==> config.mk <==
export PLATFORM = sky130hd
export DESIGN_NAME = defrost_heater_sequencer_core_flat
export DESIGN_NICKNAME = d
export VERILOG_FILES = /design/src/rtl/dhs_pkg.sv /design/src/rtl/dhs_if.sv /design/src/rtl/dhs_cfg.sv /design/src/rtl/dhs_step.sv /design/src/rtl/defrost_heater_sequencer_core.sv /design/src/flat_wrapper.sv
export SDC_FILE = /design/constraint.sdc
export NUM_CORES = 1
export LEC_CHECK = 0
export BUFFER_PORTS_ARGS = -buffer_cell sky130_fd_sc_hd__buf_2
export CORE_MARGIN = 10
export CORE_UTILIZATION = 63
export CTS_CLUSTER_SIZE = 10
export DETAILED_ROUTE_END_ITERATION = 6
export PLACE_DENSITY_LB_ADDON = 0.25
export SYNTH_ARGS = -nofsm -noshare
export SYNTH_HDL_FRONTEND = slang
export SYNTH_SLANG_ARGS = --single-unit
==> constraint.sdc <==
create_clock -name clk -period 8.73 [get_ports clk]
set_clock_uncertainty 0.15 [all_clocks]
set_input_delay 0.873 -clock clk [delete_from_list [all_inputs] [get_ports clk]]
set_output_delay 0.873 -clock clk [all_outputs]
set_load 0.02 [all_outputs]
==> src/rtl/dhs_pkg.sv <==
// Package for the defrost heater sequencer: word and register structs,
// register index codes and reset values. No dependencies.
`default_nettype none
package dhs_pkg;

    localparam int DEFAULT_TIME_WIDTH = 16;
    localparam int CFG_WIDTH          = 16;
    localparam int CFG_INDEX_WIDTH    = 3;
    localparam logic [7:0] OVERTIME_MAX = 8'hFF;

    typedef enum logic [CFG_INDEX_WIDTH-1:0] {
        CFG_HEATER_TIMEOUT = 3'd0,
        CFG_DRIP_TIMEOUT   = 3'd1,
        CFG_RECHECK_DELAY  = 3'd2,
        CFG_WARM_THRESHOLD = 3'd3,
        CFG_COLD_THRESHOLD = 3'd4,
        CFG_ERROR_LIMIT    = 3'd5,
        CFG_FAULT_MIN_ON   = 3'd6,
        CFG_FAULT_MAX_ON   = 3'd7
    } cfg_index_t;

    localparam logic [15:0]       RST_HEATER_TIMEOUT = 16'd900;
    localparam logic [15:0]       RST_DRIP_TIMEOUT   = 16'd600;
    localparam logic [15:0]       RST_RECHECK_DELAY  = 16'd120;
    localparam logic signed [7:0] RST_WARM_THRESHOLD = 8'sd10;
    localparam logic signed [7:0] RST_COLD_THRESHOLD = 8'sd0;
    localparam logic [7:0]        RST_ERROR_LIMIT    = 8'd2;
    localparam logic [15:0]       RST_FAULT_MIN_ON   = 16'd120;
    localparam logic [15:0]       RST_FAULT_MAX_ON   = 16'd600;

    typedef struct packed {
        logic [15:0]       heater_timeout;
        logic [15:0]       drip_timeout;
        logic [15:0]       recheck_delay;
        logic signed [7:0] warm_threshold;
        logic signed [7:0] cold_threshold;
        logic [7:0]        error_limit;
        logic [15:0]       fault_min_on;
        logic [15:0]       fault_max_on;
    } cfg_t;

    typedef struct packed {
        logic [15:0]       now_seconds;
        logic              in_defrost;
        logic              evap_sensor_fault;
        logic signed [7:0] evap_temp;
        logic [15:0]       compressor_run_time;
    } in_item_t;

    typedef struct packed {
        logic heater_on;
        logic defrost_finished;
        logic heat_error;
        logic beep_request;
    } out_item_t;

endpackage
`default_nettype wire

==> src/rtl/dhs_if.sv <==
// Valid/ready channel interfaces for the sequencer's input and result words.
// No dependencies.
`default_nettype none
interface dhs_in_if;
    logic              valid;
    logic              ready;
    logic [15:0]       now_seconds;
    logic              in_defrost;
    logic              evap_sensor_fault;
    logic signed [7:0] evap_temp;
    logic [15:0]       compressor_run_time;

    modport source (output valid, now_seconds, in_defrost, evap_sensor_fault,
                    evap_temp, compressor_run_time, input ready);
    modport sink   (input valid, now_seconds, in_defrost, evap_sensor_fault,
                    evap_temp, compressor_run_time, output ready);
endinterface

interface dhs_out_if;
    logic valid;
    logic ready;
    logic heater_on;
    logic defrost_finished;
    logic heat_error;
    logic beep_request;

    modport source (output valid, heater_on, defrost_finished, heat_error,
                    beep_request, input ready);
    modport sink   (input valid, heater_on, defrost_finished, heat_error,
                    beep_request, output ready);
endinterface
`default_nettype wire

==> src/rtl/dhs_cfg.sv <==
// Configuration register file of the defrost heater sequencer.
// Depends on dhs_pkg.
`default_nettype none
module dhs_cfg (
    input  wire logic                                 clk,
    input  wire logic                                 rst_n,
    input  wire logic                                 cfg_wen,
    input  wire logic [dhs_pkg::CFG_INDEX_WIDTH-1:0]  cfg_index,
    input  wire logic [dhs_pkg::CFG_WIDTH-1:0]        cfg_data,
    output dhs_pkg::cfg_t                             cfg
);

    dhs_pkg::cfg_t cfg_reg;
    dhs_pkg::cfg_t cfg_next;

    always_comb
    begin
        cfg_next = cfg_reg;
        if (cfg_wen)
        begin
            unique case (dhs_pkg::cfg_index_t'(cfg_index))
                dhs_pkg::CFG_HEATER_TIMEOUT: cfg_next.heater_timeout = cfg_data;
                dhs_pkg::CFG_DRIP_TIMEOUT:   cfg_next.drip_timeout   = cfg_data;
                dhs_pkg::CFG_RECHECK_DELAY:  cfg_next.recheck_delay  = cfg_data;
                dhs_pkg::CFG_WARM_THRESHOLD: cfg_next.warm_threshold = cfg_data[7:0];
                dhs_pkg::CFG_COLD_THRESHOLD: cfg_next.cold_threshold = cfg_data[7:0];
                dhs_pkg::CFG_ERROR_LIMIT:    cfg_next.error_limit    = cfg_data[7:0];
                dhs_pkg::CFG_FAULT_MIN_ON:   cfg_next.fault_min_on   = cfg_data;
                dhs_pkg::CFG_FAULT_MAX_ON:   cfg_next.fault_max_on   = cfg_data;
                default:                     cfg_next = cfg_reg;
            endcase
        end
    end

    always_ff @(posedge clk or negedge rst_n)
    begin
        if (!rst_n)
        begin
            cfg_reg.heater_timeout <= dhs_pkg::RST_HEATER_TIMEOUT;
            cfg_reg.drip_timeout   <= dhs_pkg::RST_DRIP_TIMEOUT;
            cfg_reg.recheck_delay  <= dhs_pkg::RST_RECHECK_DELAY;
            cfg_reg.warm_threshold <= dhs_pkg::RST_WARM_THRESHOLD;
            cfg_reg.cold_threshold <= dhs_pkg::RST_COLD_THRESHOLD;
            cfg_reg.error_limit    <= dhs_pkg::RST_ERROR_LIMIT;
            cfg_reg.fault_min_on   <= dhs_pkg::RST_FAULT_MIN_ON;
            cfg_reg.fault_max_on   <= dhs_pkg::RST_FAULT_MAX_ON;
        end
        else
        begin
            cfg_reg <= cfg_next;
        end
    end

    assign cfg = cfg_reg;

endmodule
`default_nettype wire

==> src/rtl/dhs_step.sv <==
// Sequencer state registers and the one-word update logic.
// Depends on dhs_pkg.
`default_nettype none
module dhs_step #(
    parameter int TIME_WIDTH = dhs_pkg::DEFAULT_TIME_WIDTH
) (
    input  wire logic               clk,
    input  wire logic               rst_n,
    input  wire logic               fire,
    input  wire dhs_pkg::in_item_t  item,
    input  wire dhs_pkg::cfg_t      cfg,
    output dhs_pkg::out_item_t      result
);

    localparam int TW = TIME_WIDTH;
    // compare width: sums keep their carry, 16-bit registers fit as well
    localparam int CW = (TW + 1 > 17) ? TW + 1 : 17;

    logic          heater_reg, heater_next;
    logic [TW-1:0] stamp_reg, stamp_next;
    logic [TW-1:0] on_reg, on_next;
    logic [TW-1:0] drip_reg, drip_next;
    logic [7:0]    overtime_reg, overtime_next;
    logic          error_reg, error_next;

    logic [TW-1:0] now_w;
    logic [TW-1:0] elapsed;
    logic [TW:0]   on_sum;
    logic [TW:0]   drip_sum;
    logic [7:0]    overtime_inc;
    logic          over;
    logic          warm;
    logic          fault_done;
    logic          drip_done;
    logic          do_on;
    logic          do_off;
    logic          do_fin;
    logic          do_mark;
    logic          finished;
    logic          beep;

    assign now_w    = TW'(item.now_seconds);
    assign elapsed  = (stamp_reg != '0) ? (now_w - stamp_reg) : '0;
    assign on_sum   = {1'b0, on_reg} + {1'b0, elapsed};
    assign drip_sum = {1'b0, drip_reg} + {1'b0, elapsed};

    assign over      = CW'(on_sum) > CW'(cfg.heater_timeout);
    assign warm      = $signed(item.evap_temp) > $signed(cfg.warm_threshold);
    assign drip_done = CW'(drip_sum) > CW'(cfg.drip_timeout);
    assign fault_done = (CW'(on_sum) > CW'(cfg.fault_min_on)
                         && CW'(on_sum) > CW'(item.compressor_run_time >> 1))
                        || CW'(on_sum) > CW'(cfg.fault_max_on);
    assign overtime_inc = (overtime_reg != dhs_pkg::OVERTIME_MAX)
                          ? overtime_reg + 8'd1 : overtime_reg;

    always_comb
    begin
        do_on         = 1'b0;
        do_off        = 1'b0;
        do_fin        = 1'b0;
        do_mark       = 1'b0;
        beep          = 1'b0;
        overtime_next = overtime_reg;
        error_next    = error_reg;
        if (item.in_defrost)
        begin
            priority if (item.evap_sensor_fault)
            begin
                priority if (heater_reg)
                    do_off = fault_done;
                else if (on_reg == '0)
                    do_on = 1'b1;
                else
                    do_fin = drip_done;
            end
            else if (heater_reg)
            begin
                if (warm || over)
                begin
                    do_off = 1'b1;
                    if (over)
                    begin
                        overtime_next = overtime_inc;
                        if (overtime_inc >= cfg.error_limit && !error_reg)
                        begin
                            error_next = 1'b1;
                            beep       = 1'b1;
                        end
                    end
                    else
                    begin
                        overtime_next = '0;
                        error_next    = 1'b0;
                    end
                end
            end
            else if (on_reg == '0)
            begin
                do_mark = warm;
                do_on   = !warm;
            end
            else if (drip_done)
                do_fin = 1'b1;
            else
                do_on = CW'(on_reg) < CW'(cfg.heater_timeout)
                        && CW'(elapsed) > CW'(cfg.recheck_delay)
                        && $signed(item.evap_temp) <= $signed(cfg.cold_threshold);
        end
    end

    always_comb
    begin
        heater_next = heater_reg;
        stamp_next  = stamp_reg;
        on_next     = on_reg;
        drip_next   = drip_reg;
        finished    = 1'b0;
        priority if (do_on)
        begin
            heater_next = 1'b1;
            drip_next   = drip_reg + elapsed;
            if (on_reg == '0)
                on_next = TW'(1);
            stamp_next  = now_w;
        end
        else if (do_off)
        begin
            heater_next = 1'b0;
            on_next     = on_reg + elapsed;
            if (drip_reg == '0)
                drip_next = TW'(1);
            stamp_next  = now_w;
        end
        else if (do_fin)
        begin
            on_next    = '0;
            drip_next  = '0;
            stamp_next = '0;
            finished   = 1'b1;
        end
        else
        begin
            if (do_mark)
            begin
                on_next    = TW'(1);
                stamp_next = now_w;
            end
        end
    end

    always_ff @(posedge clk or negedge rst_n)
    begin
        if (!rst_n)
        begin
            heater_reg   <= 1'b0;
            stamp_reg    <= '0;
            on_reg       <= '0;
            drip_reg     <= '0;
            overtime_reg <= '0;
            error_reg    <= 1'b0;
        end
        else if (fire)
        begin
            heater_reg   <= heater_next;
            stamp_reg    <= stamp_next;
            on_reg       <= on_next;
            drip_reg     <= drip_next;
            overtime_reg <= overtime_next;
            error_reg    <= error_next;
        end
    end

    assign result.heater_on        = heater_next;
    assign result.defrost_finished = finished;
    assign result.heat_error       = error_next;
    assign result.beep_request     = beep;

endmodule
`default_nettype wire

==> src/rtl/defrost_heater_sequencer_core.sv <==
// Top level of the defrost heater sequencer: input word register, step logic
// and result register. Depends on dhs_pkg, dhs_if, dhs_cfg and dhs_step.
//
// Usage:
//   item_ch   valid/ready input channel, one word per idle tick: seconds count,
//             defrost and sensor-fault flags, evaporator temperature and
//             compressor run time.
//   result_ch valid/ready output channel, exactly one result word per input
//             word, in order: heater level, defrost-finished pulse, latched
//             heat error and beep pulse.
//   cfg_*     plain write port; cfg_index selects the register, cfg_data
//             carries the value (8-bit registers take the low byte). Write
//             only while no word is in flight.
// Path: an accepted word waits in the input register until the result register can
//   advance; then its result is registered there and is valid until its handshake.
// Throughput: one word per cycle while result_ch is ready; the sequencer state
//   update is a single compare-and-select pass between the input and result registers.
// Reset (rst_n low, asynchronous): heater off, timers and error cleared,
//   registers at their defaults, both channels empty.
// Stall: while result_ch is not ready the result word holds; the input
//   register takes one more word if it is empty, then item_ch.ready drops.
`default_nettype none
module defrost_heater_sequencer_core #(
    parameter int TIME_WIDTH = dhs_pkg::DEFAULT_TIME_WIDTH
) (
    input  wire logic                                clk,
    input  wire logic                                rst_n,
    dhs_in_if.sink                                   item_ch,
    dhs_out_if.source                                result_ch,
    input  wire logic                                cfg_wen,
    input  wire logic [dhs_pkg::CFG_INDEX_WIDTH-1:0] cfg_index,
    input  wire logic [dhs_pkg::CFG_WIDTH-1:0]       cfg_data
);

    dhs_pkg::cfg_t      cfg;
    dhs_pkg::in_item_t  item_reg;
    dhs_pkg::out_item_t result_reg;
    dhs_pkg::out_item_t result_next;
    logic               item_valid_reg;
    logic               result_valid_reg;
    logic               advance;
    logic               fire;
    logic               take;

    // Advance the result register whenever it is empty or being drained.
    assign advance = !result_valid_reg || result_ch.ready;
    assign fire    = item_valid_reg && advance;
    assign take    = !item_valid_reg || advance;

    assign item_ch.ready = take;

    dhs_cfg u_cfg (
        .clk       (clk),
        .rst_n     (rst_n),
        .cfg_wen   (cfg_wen),
        .cfg_index (cfg_index),
        .cfg_data  (cfg_data),
        .cfg       (cfg)
    );

    dhs_step #(
        .TIME_WIDTH (TIME_WIDTH)
    ) u_step (
        .clk    (clk),
        .rst_n  (rst_n),
        .fire   (fire),
        .item   (item_reg),
        .cfg    (cfg),
        .result (result_next)
    );

    // Input word register: load whenever the stage is free or moving on.
    always_ff @(posedge clk or negedge rst_n)
    begin
        if (!rst_n)
            item_valid_reg <= 1'b0;
        else if (take)
            item_valid_reg <= item_ch.valid;
    end

    always_ff @(posedge clk)
    begin
        if (take && item_ch.valid)
        begin
            item_reg.now_seconds         <= item_ch.now_seconds;
            item_reg.in_defrost          <= item_ch.in_defrost;
            item_reg.evap_sensor_fault   <= item_ch.evap_sensor_fault;
            item_reg.evap_temp           <= item_ch.evap_temp;
            item_reg.compressor_run_time <= item_ch.compressor_run_time;
        end
    end

    // Result register: capture the step output as the state updates.
    always_ff @(posedge clk or negedge rst_n)
    begin
        if (!rst_n)
            result_valid_reg <= 1'b0;
        else if (advance)
            result_valid_reg <= item_valid_reg;
    end

    always_ff @(posedge clk)
    begin
        if (fire)
            result_reg <= result_next;
    end

    assign result_ch.valid            = result_valid_reg;
    assign result_ch.heater_on        = result_reg.heater_on;
    assign result_ch.defrost_finished = result_reg.defrost_finished;
    assign result_ch.heat_error       = result_reg.heat_error;
    assign result_ch.beep_request     = result_reg.beep_request;

`ifndef SYNTHESIS
    // A beep only comes with the error flag it announces.
    a_beep_has_error: assert property (@(posedge clk) disable iff (!rst_n)
        result_ch.valid && result_ch.beep_request |-> result_ch.heat_error)
        else $error("beep without heat error");

    // A finished defrost leaves the heater off and cannot beep.
    a_finish_heater_off: assert property (@(posedge clk) disable iff (!rst_n)
        result_ch.valid && result_ch.defrost_finished
        |-> !result_ch.heater_on && !result_ch.beep_request)
        else $error("defrost finished with heater on or beep");

    // A held input word stays in the register until it moves on.
    a_item_held: assert property (@(posedge clk) disable iff (!rst_n)
        item_valid_reg && !advance |=> item_valid_reg && $stable(item_reg))
        else $error("stalled input word lost");
`endif

endmodule
`default_nettype wire

==> src/flat_wrapper.sv <==
// flat-port wrapper written by rule: the top's interface ports become plain ports
module defrost_heater_sequencer_core_flat 
#(
    parameter int TIME_WIDTH = dhs_pkg::DEFAULT_TIME_WIDTH
)
  (clk, rst_n, cfg_wen, cfg_index, cfg_data, item_ch_valid, item_ch_now_seconds, item_ch_in_defrost, item_ch_evap_sensor_fault, item_ch_evap_temp, item_ch_compressor_run_time, item_ch_ready, result_ch_valid, result_ch_heater_on, result_ch_defrost_finished, result_ch_heat_error, result_ch_beep_request, result_ch_ready);
  dhs_in_if item_ch_i ();
  dhs_out_if result_ch_i ();
  input  wire logic clk;
  input  wire logic rst_n;
  input  wire logic cfg_wen;
  input  wire logic [dhs_pkg::CFG_INDEX_WIDTH-1:0] cfg_index;
  input  wire logic [dhs_pkg::CFG_WIDTH-1:0] cfg_data;
  input wire logic [$bits(item_ch_i.valid)-1:0] item_ch_valid;
  input wire logic [$bits(item_ch_i.now_seconds)-1:0] item_ch_now_seconds;
  input wire logic [$bits(item_ch_i.in_defrost)-1:0] item_ch_in_defrost;
  input wire logic [$bits(item_ch_i.evap_sensor_fault)-1:0] item_ch_evap_sensor_fault;
  input wire logic [$bits(item_ch_i.evap_temp)-1:0] item_ch_evap_temp;
  input wire logic [$bits(item_ch_i.compressor_run_time)-1:0] item_ch_compressor_run_time;
  output wire logic [$bits(item_ch_i.ready)-1:0] item_ch_ready;
  output wire logic [$bits(result_ch_i.valid)-1:0] result_ch_valid;
  output wire logic [$bits(result_ch_i.heater_on)-1:0] result_ch_heater_on;
  output wire logic [$bits(result_ch_i.defrost_finished)-1:0] result_ch_defrost_finished;
  output wire logic [$bits(result_ch_i.heat_error)-1:0] result_ch_heat_error;
  output wire logic [$bits(result_ch_i.beep_request)-1:0] result_ch_beep_request;
  input wire logic [$bits(result_ch_i.ready)-1:0] result_ch_ready;
  assign item_ch_i.valid = item_ch_valid;
  assign item_ch_i.now_seconds = item_ch_now_seconds;
  assign item_ch_i.in_defrost = item_ch_in_defrost;
  assign item_ch_i.evap_sensor_fault = item_ch_evap_sensor_fault;
  assign item_ch_i.evap_temp = item_ch_evap_temp;
  assign item_ch_i.compressor_run_time = item_ch_compressor_run_time;
  assign item_ch_ready = item_ch_i.ready;
  assign result_ch_valid = result_ch_i.valid;
  assign result_ch_heater_on = result_ch_i.heater_on;
  assign result_ch_defrost_finished = result_ch_i.defrost_finished;
  assign result_ch_heat_error = result_ch_i.heat_error;
  assign result_ch_beep_request = result_ch_i.beep_request;
  assign result_ch_i.ready = result_ch_ready;
  defrost_heater_sequencer_core #(.TIME_WIDTH(TIME_WIDTH)) u_core (.clk(clk), .rst_n(rst_n), .item_ch(item_ch_i), .result_ch(result_ch_i), .cfg_wen(cfg_wen), .cfg_index(cfg_index), .cfg_data(cfg_data));
endmodule
* After elaboration in Yosys (flattened, before gate mapping) *
Cells that the tools add are included.

operators by class
  add/sub/neg operators = 6
  magnitude comparators = 10
  equality and inequality tests = 10
  mux-type cells = 49
  bitwise gates (word level) = 5
  reduce and logical (&&, ||, !) cells = 34

operators with widths
  cell                                                                    count
  16-bit two-way mux                                                      14
  17-bit by 16-bit > comparator with 1-bit output                         4
  16-bit by 16-bit adder with 17-bit output                               2
  1-bit two-way mux                                                       33
  16-bit adder                                                            2
  16-bit logical NOT                                                      2
  2-bit AND reduction                                                     9
  17-bit by 15-bit > comparator with 1-bit output                         1
  16-bit > comparator                                                     1
  16-bit < comparator                                                     1
  8-bit two-way mux                                                       2
  16-bit nonzero test                                                     1
  16-bit subtractor                                                       1
  3-bit equality test (second input constant)                             4
  8-bit by 1-bit adder with 8-bit output (second input constant)          1
  8-bit greater-or-equal comparator                                       1
  8-bit > comparator                                                      1
  8-bit less-or-equal comparator                                          1
  8-bit inequality test (second input constant)                           1
  3-bit by 2-bit equality test with 1-bit output (second input constant)  2
  1-bit logical AND                                                       6
  3-bit AND reduction                                                     2
  1-bit NOT                                                               5
  5-bit AND reduction                                                     1
  10 further kinds                                                        16

word-level totals
  bits in registers = 210
  input bits = 66
  output and inout bits = 6
  logic and storage cells = 139

* Longest topological paths before layout *
Gate-level depths: netlist of run 1.

  word-level depth = 12
  mapped depth = 31
  gate-level depth less buffers = 29

* By module *
A second synthesis of run 1 with hierarchy kept.

second synthesis, totals
  cell total of the unflattened synthesis = 1295
  area total of the unflattened synthesis = 13721.9 um^2

modules (own cells, without submodules)
  module                         instances  cells an instance  area each (um^2)
  dhs_step                       1          1013               8206.6
  dhs_cfg                        1          228                4030.1
  defrost_heater_sequencer_core  1          54                 1485.2

* Least setup slack after synthesis of run 1 *
Ideal clock, no wire load.

  path type = register to register
  from = register u_core.u_step.stamp_reg[0]
  to = register u_core.u_step.drip_reg[10]
  arrival time = 5.809 ns
  required time = 8.459 ns
  setup slack = 2.650 ns
  cell stages (with the launch flop) = 27
  buffers on the path = 1
  period minus slack after synthesis = 6.080 ns
  cell sequence = dfrtp_1 ha_1 fa_1 nor2b_1 o21ai_0 a21boi_0 o21ai_0 a211oi_1 nor4_1 nor3_1 ha_1 a21oi_1 o21ai_0 o2bb2ai_1 o21ai_0 nand2b_1 a21oi_1 xnor2_1 ha_1 nand2_1 or4_2 o32ai_1 a221oi_4 o211ai_1 o211ai_4 buf_6 a22o_1

on the way
  longest elaborated chain between the ends = 12

RTL lines
  what                                                                                RTL line         source
  start: declaration                                                                  dhs_step.sv:20   logic [TW-1:0] stamp_reg, stamp_next;
  start signal: assignment                                                            dhs_step.sv:165  stamp_reg <= stamp_next;
  16-bit subtractor or 16-bit nonzero test (tied branches)                            dhs_step.sv:43   assign elapsed = (stamp_reg != '0) ? (now_w - stamp_reg) : '0;
  16-bit two-way mux *                                                                dhs_step.sv:43
  branches (longest 10 deep; another with 16-bit by 16-bit adder with 17-bit output)  n/a
  end signal: assignment                                                              dhs_step.sv:167  drip_reg <= drip_next;
  end: declaration                                                                    dhs_step.sv:22   logic [TW-1:0] drip_reg, drip_next;

Mark *: on every way between the ends.
A chain may end at the register's enable or synchronous reset.

* Worst setup path in the final report of run 1 *
  from = register u_core.u_step.stamp_reg[0]
  to = register u_core.u_step.drip_reg[2]

Same word-level chain as after synthesis.

==> insert_results.sql, run 1 <==
INSERT INTO impl_metrics (metric_group, metric, value, unit) VALUES
('run_status', 'status', 'complete, no violations', ''),
('routing', 'post_detailed_routing_wire_length', '33.9', 'mm'),
('synthesis', 'synth_cells', '1356', ''),
('finish', 'area_growth', '9.87', '%'),
('floorplanning', 'top_level_ports', '72', ''),
('synthesis', 'yosys_register_bits', '209', ''),
('routing', 'drt_first_pass_iters', '5', ''),
('placed_design', 'port_buffers', '70', ''),
('cts', 'tritoncts', 'yes', ''),
('grt', 'antenna_found_initial', '0', ''),
('grt', 'grt_pass1_vias', '10466', ''),
('job', 'max_cap_viol_count', '0', ''),
('cts', 'clk_pin_slew', '0.05', 'ns'),
('critical_path', 'critPathCaptureType', 'register', ''),
('cts', 'clkLatencyLatePin', '0.53', 'ns'),
('critical_path', 'worst_reg2reg_setup_slack', '0.94', 'ns'),
('synthesis', 'syn_area', '13600', 'um2'),
('critical_path', 'crit_path_start_kind', 'register', ''),
('cts', 'cts.root.buffer_cell', 'sky130_fd_sc_hd__clkbuf_16', ''),
('finish', 'fillerInstances', '1593', ''),
('timing', 'number_of_pins_with_negative_max_slew_slack_in_the_final_report', '0', ''),
('synthesis', 'synth_top_cells_by_area', 'sky130_fd_sc_hd__dfrtp_1 (26%), sky130_fd_sc_hd__ha_1 (17%), sky130_fd_sc_hd__edfxtp_1 (10%), sky130_fd_sc_hd__inv_1 (4.6%), sky130_fd_sc_hd__dfstp_2 (4.5%)', ''),
('synthesis', 'syn_nets', '1607', ''),
('cts', 'post-cts-setup-buffer-count', '0', ''),
('placed_design', 'place.gp.congestion', '0.935', ''),
('critical_path', 'ff2ff_path_depth', '27', ''),
('timing', 'setup_violations', '0', ''),
('critical_path', 'worst_ep_arrival_time', '8.10', 'ns'),
('finish', 'post_route_cells_drive_above_1_share', '0.143', ''),
('worst_hold_path', 'worst_hold_path_type', 'input pin to async pin', ''),
('timing', 'final_min_period_over_clock_period', '0.893', ''),
('routing', 'number_of_remaining_drc_errors', '0', ''),
('synthesis', 'synthArstFlopShare', '0.785', ''),
('cts', 'post_cts.resized_instances', '0', ''),
('timing', 'setup_repair_after_global_routing_missed_its_margin', 'false', ''),
('routing', 'post_drt_via_cell_ratio', '6.06', ''),
('cts', 'hold_buffers', '0', ''),
('routing', 'ant_nets', '0', ''),
('cts', 'cts-root-to-sink-buffers', '3', ''),
('grt', 'global_router_s_overall_resource_usage', '0.238', ''),
('floorplanning', 'floorplan.die_area', '27800', 'um2'),
('synthesis', 'yosys_warnings', '0', ''),
('floorplanning', 'floorplan.initialDensity', '0.644', ''),
('synthesis', 'synth.avg_cell_area', '10.0', 'um2'),
('finish', 'antennaDiodeCount', '0', ''),
('placed_design', 'dp_hpwl', '24.8', 'mm'),
('critical_path', 'cp.required', '9.04', 'ns'),
('routing', 'detail_route.iter0.violations', '840', ''),
('routing', 'dr_total_vias', '10453', ''),
('timing', 'timing.final.hold_violations', '0', ''),
('timing', 'post-route-min-period', '7.79', 'ns'),
('grt', 'grt_max_degree', '96', ''),
('synthesis', 'netlist-cell-type-count', '77', ''),
('timing', 'totalNegativeSetupSlack', '0', 'ns'),
('finish', 'multiInputGateArea', '7310', 'um2'),
('timing', 'timing.fmax', '0.128', 'GHz'),
('critical_path', 'worst-path-max-fanout', '17', ''),
('floorplanning', 'floorplan.rows', '53', ''),
('finish', 'design.final.nets', '1683', ''),
('synthesis', 'post-synth-top-area-fraction', '0.260', ''),
('timing', 'relSlewSlack', '0.263', ''),
('floorplanning', 'die-width', '167', 'um'),
('timing', 'timing_worst_slew_pin_value', '1.10', 'ns'),
('floorplanning', 'floorplan.die.height', '167', 'um'),
('critical_path', 'worstSetupPathType', 'register to register', ''),
('critical_path', 'worst_path_largest_cell_delay', '0.56', 'ns'),
('synthesis', 'synth_top_flop_cell', 'sky130_fd_sc_hd__dfrtp_1', ''),
('cts', 'cts-htree-levels', '1', ''),
('critical_path', 'worst_path_max_delay_cell', 'sky130_fd_sc_hd__o211a_1', ''),
('grt', 'grt-ovfl-total', '0', ''),
('critical_path', 'r2r_start', 'u_core.u_step.stamp_reg[0]$_DFFE_PN0P_', '');
metrics by stage:
stage	utilization	worst slack (ns)	cell area [um2]	cells
global placement	0.673	1.38	14200	1680
CTS	0.707	1.14	14900	1726
detailed placement	0.673	1.20	14200	1680
global route	0.707	0.371	14900	1726
floorplan	-	2.65	13600	1356
finish	0.707	0.938	14900	1726
critical path: cells and delay by family (launching register included):
| kind | cells | cell delay (ns) |
|---|---|---|
| fa+ha+maj | 4 | 1.38 |
| flops | 1 | 0.40 |
| xor+xnor | 2 | 0.51 |
| simple gates | 6 | 1.44 |
| compound gates | 14 | 3.66 |
| buf+inv | 1 | 0.17 |
cell families (layout without fill, tap and decap cells):
group / count (synthesis) / in the layout / share of synthesized area
AOI/OAI and AO/OA: 298 / 298 / 0.150
and+or+nand+nor: 345 / 345 / 0.124
buffers and inverters: 197 / 292 / 0.0584
xor gates and xnor gates: 39 / 39 / 0.0257
adders and majority gates: 185 / 185 / 0.172
DFF: 209 / 209 / 0.404
muxes: 83 / 83 / 0.0663
cells in the mapped netlist (all sizes together) (11+ instances only):
cell type	n
o21a	11
nand4	26
xor2	13
inv	167
nand3	22
a21o	32
a21oi	62
dfstp	23
a211oi	11
nor4	20
dfrtp	141
edfxtp	45
nor2b	19
mux2i	28
xnor2	26
mux2	55
ha	182
clkbuf	24
nor2	58
o21ai	101
nand2b	17
a22o	15
nor3	19
nand2	130
worst min path at each step:
stage	start	to	cells past startpoint
6_report	rst_n	u_core.u_cfg.cfg[52]$_DFFE_PN0P_	1
5_1_grt	rst_n	u_core.u_cfg.cfg[43]$_DFFE_PN0P_	1
4_1_cts	rst_n	u_core.u_cfg.cfg[52]$_DFFE_PN0P_	1
3_5_place_dp	u_core.u_cfg.cfg[55]$_DFFE_PN0P_	u_core.u_cfg.cfg[55]$_DFFE_PN0P_	1
3_3_place_gp	u_core.item_valid_reg$_DFFE_PN0N_	u_core.result_ch.valid$_DFFE_PN0P_	1
2_1_floorplan	u_core.item_valid_reg$_DFFE_PN0N_	u_core.result_ch.valid$_DFFE_PN0P_	1
area by class of cell:
type,count,area share
clock buffers,44,0.0474
clock inverters,2,0.000923
inverters,167,0.0420
multi-input cells,950,0.490
flip-flops and latches,209,0.368
well taps,275,0.0231
repair buffers,79,0.0284
layer usage:
metal / vias up / track usage / routed length [um]
met5: - / 0 / 0
met4: 0 / 0.0714 / 1040
met3: 77 / 0.0327 / 1770
met2: 326 / 0.394 / 16000
met1: 5070 / 0.317 / 15100
li1: 4980 / - / -
layout by cell type, fill, tap and decap left out, drive strengths merged, types with 44 or more instances in the layout:
cell,instances
ha,182
inv,168
dfrtp,141
nand2,130
o21ai,101
buf,79
a21oi,62
nor2,58
mux2,55
edfxtp,45
clkbuf,44
Power of run 1 is not shown: default switching activity piles up to over one toggle a cycle in this logic, so the estimate is an artifact.
==> run 2, diff against run 1 <==
- CORE_UTILIZATION: 63 -> 50
==> insert_results.sql, run 2 (same netlist as run 1, synthesis figures left out) <==
INSERT INTO impl_metrics (metric_group, metric, value, unit) VALUES
('floorplanning', 'core_area', '26800', 'um2'),
('placed_design', 'dp_hpwl', '25.3', 'mm'),
('cts', 'cts.root.buffer_cell', 'sky130_fd_sc_hd__clkbuf_16', ''),
('timing', 'timing.final.hold_violations', '0', ''),
('floorplanning', 'floorplan.initialDensity', '0.506', ''),
('critical_path', 'ff2ff_path_depth', '28', ''),
('grt', 'grt_pass1_vias', '10310', ''),
('cts', 'clkLatencyLatePin', '0.54', 'ns'),
('routing', 'drt_first_pass_iters', '5', ''),
('grt', 'grt_pass1_wl', '55.2', 'mm'),
('finish', 'mostFrequentLayoutCells', 'sky130_fd_sc_hd__ha_1 (182), sky130_fd_sc_hd__inv_1 (167), sky130_fd_sc_hd__dfrtp_1 (141)', ''),
('timing', 'number_of_pins_with_negative_max_slew_slack_in_the_final_report', '0', ''),
('cts', 'post-cts-setup-buffer-count', '0', ''),
('cts', 'cts_made_buffers', '26', ''),
('routing', 'post_drt_via_cell_ratio', '5.68', ''),
('routing', 'post_detailed_routing_wire_length', '34.7', 'mm'),
('routing', 'detail_route.iter0.violations', '668', ''),
('floorplanning', 'floorplan.die_area', '34100', 'um2'),
('critical_path', 'worst_ep_arrival_time', '8.11', 'ns'),
('timing', 'timing.fmax', '0.128', 'GHz'),
('grt', 'grt_max_degree', '100', ''),
('finish', 'layout_commonest_cell', 'sky130_fd_sc_hd__ha_1', ''),
('critical_path', 'rr_endpoint', 'u_core.u_step.drip_reg[6]$_DFFE_PN0P_', ''),
('critical_path', 'worst_path_max_delay_cell', 'sky130_fd_sc_hd__o211a_1', ''),
('timing', 'totalNegativeSetupSlack', '0', 'ns'),
('cts', 'cts-htree-levels', '1', ''),
('cts', 'clk_pin_slew', '0.05', 'ns'),
('finish', 'antennaDiodeCount', '0', ''),
('routing', 'number_of_remaining_drc_errors', '0', ''),
('finish', 'design.final.nets', '1684', ''),
('grt', 'global_router_s_overall_resource_usage', '0.205', ''),
('grt', 'grt-ovfl-total', '0', ''),
('finish', 'area_growth', '11.2', '%'),
('finish', 'area.sequential', '5480', 'um2'),
('critical_path', 'worst_path_largest_cell_delay', '0.53', 'ns'),
('cts', 'cts-root-to-sink-buffers', '3', ''),
('floorplanning', 'top_level_ports', '72', ''),
('timing', 'setup_violations', '0', ''),
('job', 'max_cap_viol_count', '0', ''),
('cts', 'tritoncts', 'yes', ''),
('floorplanning', 'floorplan.rows', '60', ''),
('placed_design', 'port_buffers', '70', ''),
('critical_path', 'cp.required', '9.04', 'ns'),
('timing', 'relSlewSlack', '0.238', ''),
('finish', 'multiInputGateArea', '7310', 'um2'),
('run_status', 'status', 'complete, no violations', ''),
('worst_hold_path', 'worst_hold_path_type', 'input pin to async pin', ''),
('finish', 'post_route_cells_drive_above_1_share', '0.145', ''),
('floorplanning', 'floorplan.die.height', '185', 'um'),
('timing', 'final_min_period_over_clock_period', '0.894', ''),
('critical_path', 'worstSetupPathType', 'register to register', ''),
('placed_design', 'place.gp.congestion', '0.893', ''),
('critical_path', 'crit_path_start_kind', 'register', ''),
('critical_path', 'cp-startpoint', 'u_core.u_step.stamp_reg[0]$_DFFE_PN0P_', ''),
('cts', 'post_cts.resized_instances', '0', ''),
('critical_path', 'worst-path-max-fanout', '17', ''),
('timing', 'timing_worst_slew_pin_value', '1.13', 'ns'),
('floorplanning', 'die-width', '185', 'um'),
('timing', 'setup_repair_after_global_routing_missed_its_margin', 'false', ''),
('critical_path', 'r2r_start', 'u_core.u_step.stamp_reg[0]$_DFFE_PN0P_', ''),
('grt', 'antenna_found_initial', '1', ''),
('routing', 'wl_per_cell', '19.3', 'um'),
('routing', 'dr_total_vias', '10194', ''),
('cts', 'hold_buffers', '0', ''),
('finish', 'fillerInstances', '2356', ''),
('finish', 'number_of_flip_flops_in_the_largest_register', '104', ''),
('routing', 'ant_nets', '0', ''),
('cts', 'cts.sinks', '209', ''),
('critical_path', 'worst_reg2reg_setup_slack', '0.93', 'ns'),
('timing', 'post-route-min-period', '7.80', 'ns'),
('critical_path', 'critPathCaptureType', 'register', '');
## run 2: worst max-delay path by stage
stage                                        endpoint  slack, ns  cells after the start
6_report        u_core.u_step.drip_reg[6]$_DFFE_PN0P_       0.93                     28
5_1_grt        u_core.u_step.drip_reg[15]$_DFFE_PN0P_       0.44                     28
4_1_cts         u_core.u_step.drip_reg[6]$_DFFE_PN0P_       1.03                     27
3_5_place_dp   u_core.u_step.drip_reg[13]$_DFFE_PN0P_       1.09                     27
3_3_place_gp   u_core.u_step.drip_reg[15]$_DFFE_PN0P_       1.28                     28
2_1_floorplan  u_core.u_step.drip_reg[10]$_DFFE_PN0P_       2.65                     26
## run 2: layout make-up
type                       instances  area share
inverter                         167      0.0415
clock buffer                      46      0.0522
timing repair buffer              79      0.0281
tap                              341      0.0283
sequential                       209       0.363
multi-input combinational        950       0.484
clock inverter                     2     0.00232
## run 2: per-layer routing
layer | track usage | vias up | wire [um]
met5 | 0 | - | 0
met2 | 0.334 | 190 | 16000
li1 | - | 4989 | -
met4 | 0.0741 | 0 | 1180
met3 | 0.0348 | 67 | 1480
met1 | 0.267 | 4948 | 16000
## run 2: stage by stage
stage	utilization	cell area, um2	instances	setup slack (ns)	hold WS (ns)
2_1_floorplan	-	13600	1356	2.65	0.307
3_3_place_gp	0.533	14300	1746	1.28	0.323
3_5_place_dp	0.533	14300	1746	1.09	0.343
4_1_cts	0.563	15100	1794	1.03	0.344
5_1_grt	0.563	15100	1794	0.436	0.343
6_report	0.563	15100	1794	0.929	0.322
## run 2: critical path, delay by kind of cell, from the launching register on
family	cells	cell delay (ns)
compound gates	14	3.70
flops	1	0.39
xor+xnor	2	0.43
simple gates	7	1.50
buf+inv	1	0.19
fa+ha+maj	4	1.35
Power of run 2 is left out for the same reason.
==> run 3, diff against run 2 <==
- PLACE_DENSITY: not set -> 0.78
- PLACE_DENSITY_LB_ADDON: 0.25 -> not set
==> insert_results.sql, run 3 (same netlist as run 1, synthesis figures left out) <==
INSERT INTO impl_metrics (metric_group, metric, value, unit) VALUES
('placed_design', 'port_buffers', '70', ''),
('cts', 'cts_made_buffers', '26', ''),
('grt', 'grt_max_degree', '102', ''),
('finish', 'post_route_cells_drive_above_1_share', '0.144', ''),
('timing', 'totalNegativeSetupSlack', '0', 'ns'),
('cts', 'cts.sinks', '209', ''),
('floorplanning', 'floorplan.rows', '60', ''),
('cts', 'cts.root.buffer_cell', 'sky130_fd_sc_hd__clkbuf_16', ''),
('critical_path', 'ff2ff_path_depth', '28', ''),
('critical_path', 'cp.required', '9.04', 'ns'),
('placed_design', 'place.gp.congestion', '0.944', ''),
('timing', 'relSlewSlack', '0.308', ''),
('cts', 'tritoncts', 'yes', ''),
('critical_path', 'worst_ep_arrival_time', '8.16', 'ns'),
('routing', 'dr_total_vias', '10404', ''),
('cts', 'cts-htree-levels', '1', ''),
('critical_path', 'cp-startpoint', 'u_core.u_step.stamp_reg[0]$_DFFE_PN0P_', ''),
('finish', 'mostFrequentLayoutCells', 'sky130_fd_sc_hd__ha_1 (182), sky130_fd_sc_hd__inv_1 (167), sky130_fd_sc_hd__dfrtp_1 (141)', ''),
('critical_path', 'critPathCaptureType', 'register', ''),
('critical_path', 'cp.buffers_inverters', '1', ''),
('timing', 'timing_worst_slew_pin_value', '1.04', 'ns'),
('timing', 'setup_ws', '0.882', 'ns'),
('cts', 'post_cts.resized_instances', '0', ''),
('timing', 'number_of_pins_with_negative_max_slew_slack_in_the_final_report', '0', ''),
('placed_design', 'dpl-instance-area', '14300', 'um2'),
('timing', 'final_min_period_over_clock_period', '0.899', ''),
('finish', 'design.final.nets', '1682', ''),
('critical_path', 'rr_endpoint', 'u_core.u_step.drip_reg[2]$_DFFE_PN0P_', ''),
('floorplanning', 'floorplan.die_area', '34100', 'um2'),
('critical_path', 'crit_path_end', 'u_core.u_step.drip_reg[2]$_DFFE_PN0P_', ''),
('worst_hold_path', 'worst_hold_path_type', 'input pin to async pin', ''),
('grt', 'grt-ovfl-total', '0', ''),
('timing', 'post-route-min-period', '7.85', 'ns'),
('routing', 'wl_per_cell', '18.8', 'um'),
('finish', 'layout.cell_area.non_filler', '15000', 'um2'),
('cts', 'cts-root-to-sink-buffers', '3', ''),
('grt', 'antenna_found_initial', '1', ''),
('grt', 'grt_pass1_wl', '54.1', 'mm'),
('timing', 'timing.fmax', '0.127', 'GHz'),
('run_status', 'status', 'complete, no violations', ''),
('critical_path', 'crit_path_start_kind', 'register', ''),
('finish', 'area.sequential', '5480', 'um2'),
('finish', 'fillerInstances', '2210', ''),
('critical_path', 'worst_reg2reg_setup_slack', '0.88', 'ns'),
('critical_path', 'r2r_start', 'u_core.u_step.stamp_reg[0]$_DFFE_PN0P_', ''),
('finish', 'layout_commonest_cell', 'sky130_fd_sc_hd__ha_1', ''),
('timing', 'setup_violations', '0', ''),
('finish', 'area_growth', '10.8', '%'),
('grt', 'grt_pass1_vias', '10288', ''),
('critical_path', 'worst_path_largest_cell_delay', '0.52', 'ns'),
('routing', 'ant_nets', '0', ''),
('critical_path', 'timing.critical_path.depth', '28', ''),
('floorplanning', 'floorplan.die.height', '185', 'um'),
('cts', 'clk_pin_slew', '0.06', 'ns'),
('floorplanning', 'die-width', '185', 'um'),
('routing', 'drt_first_pass_iters', '5', ''),
('job', 'max_cap_viol_count', '0', ''),
('placed_design', 'detailedPlace.worstSlack', '1.14', 'ns'),
('placed_design', 'dp_hpwl', '25.1', 'mm'),
('grt', 'global_router_s_overall_resource_usage', '0.198', ''),
('critical_path', 'worst_path_max_delay_cell', 'sky130_fd_sc_hd__a211oi_1', ''),
('finish', 'multiInputGateArea', '7310', 'um2'),
('finish', 'number_of_flip_flops_in_the_largest_register', '104', ''),
('timing', 'timing.final.hold_violations', '0', ''),
('floorplanning', 'top_level_ports', '72', ''),
('critical_path', 'worstSetupPathType', 'register to register', ''),
('critical_path', 'worst-path-max-fanout', '17', ''),
('routing', 'post_detailed_routing_wire_length', '33.7', 'mm'),
('floorplanning', 'core_area', '26800', 'um2'),
('routing', 'detail_route.iter0.violations', '743', ''),
('timing', 'setup_repair_after_global_routing_missed_its_margin', 'false', ''),
('routing', 'post_drt_via_cell_ratio', '5.80', ''),
('cts', 'clkLatencyLatePin', '0.54', 'ns'),
('cts', 'hold_buffers', '0', ''),
('floorplanning', 'floorplan.initialDensity', '0.506', ''),
('critical_path', 'cell_family_with_most_cp_delay', 'compound AO/OA/AOI/OAI gates', ''),
('routing', 'number_of_remaining_drc_errors', '0', ''),
('cts', 'post-cts-setup-buffer-count', '0', '');
run 3: cell types whose count changed in the layout (fill, tap and decap cells not counted):
cell / change
sky130_fd_sc_hd__inv_4: +1
sky130_fd_sc_hd__clkbuf_16: -2
sky130_fd_sc_hd__bufinv_16: -1
sky130_fd_sc_hd__buf_4: -2
sky130_fd_sc_hd__clkinv_8: +1
sky130_fd_sc_hd__clkbuf_8: +1
sky130_fd_sc_hd__diode_2: +1
run 3: area by class of cell:
type,count,share of cell area
repair buffers,77,0.0272
inverters,167,0.0417
clock buffers,45,0.0500
well taps,341,0.0284
diodes,1,0.000166
flip-flops and latches,209,0.365
clock inverters,3,0.00183
multi-input cells,950,0.486
run 3: through the flow:
stage	utilization	hold slack (ns)	std cells
after floorplan	-	0.307	1356
after global placement	0.532	0.321	1744
after detailed placement	0.532	0.337	1744
after CTS	0.561	0.324	1792
after global routing	0.561	0.344	1793
final	0.561	0.265	1793
run 3: how the worst min path moves through the flow:
stage	to	slack, ns	cells past startpoint
CTS	u_core.u_cfg.cfg[23]$_DFFE_PN0P_	0.32	1
global route	u_core.item_reg[9]$_DFFE_PP_	0.34	1
floorplan	u_core.result_ch.valid$_DFFE_PN0P_	0.31	1
detailed placement	u_core.result_ch.valid$_DFFE_PN0P_	0.34	1
finish	u_core.u_cfg.cfg[23]$_DFFE_PN0P_	0.27	1
global placement	u_core.result_ch.valid$_DFFE_PN0P_	0.32	1
run 3: per-layer routing:
layer | global-route usage | part of all wire | vias up
met5 | 0 | 0 | -
li1 | - | - | 4992
met1 | 0.262 | 0.43 | 5030
met2 | 0.322 | 0.47 | 311
met3 | 0.0301 | 0.061 | 71
met4 | 0.0712 | 0.032 | 0
Power of run 3 is left out for the same reason.
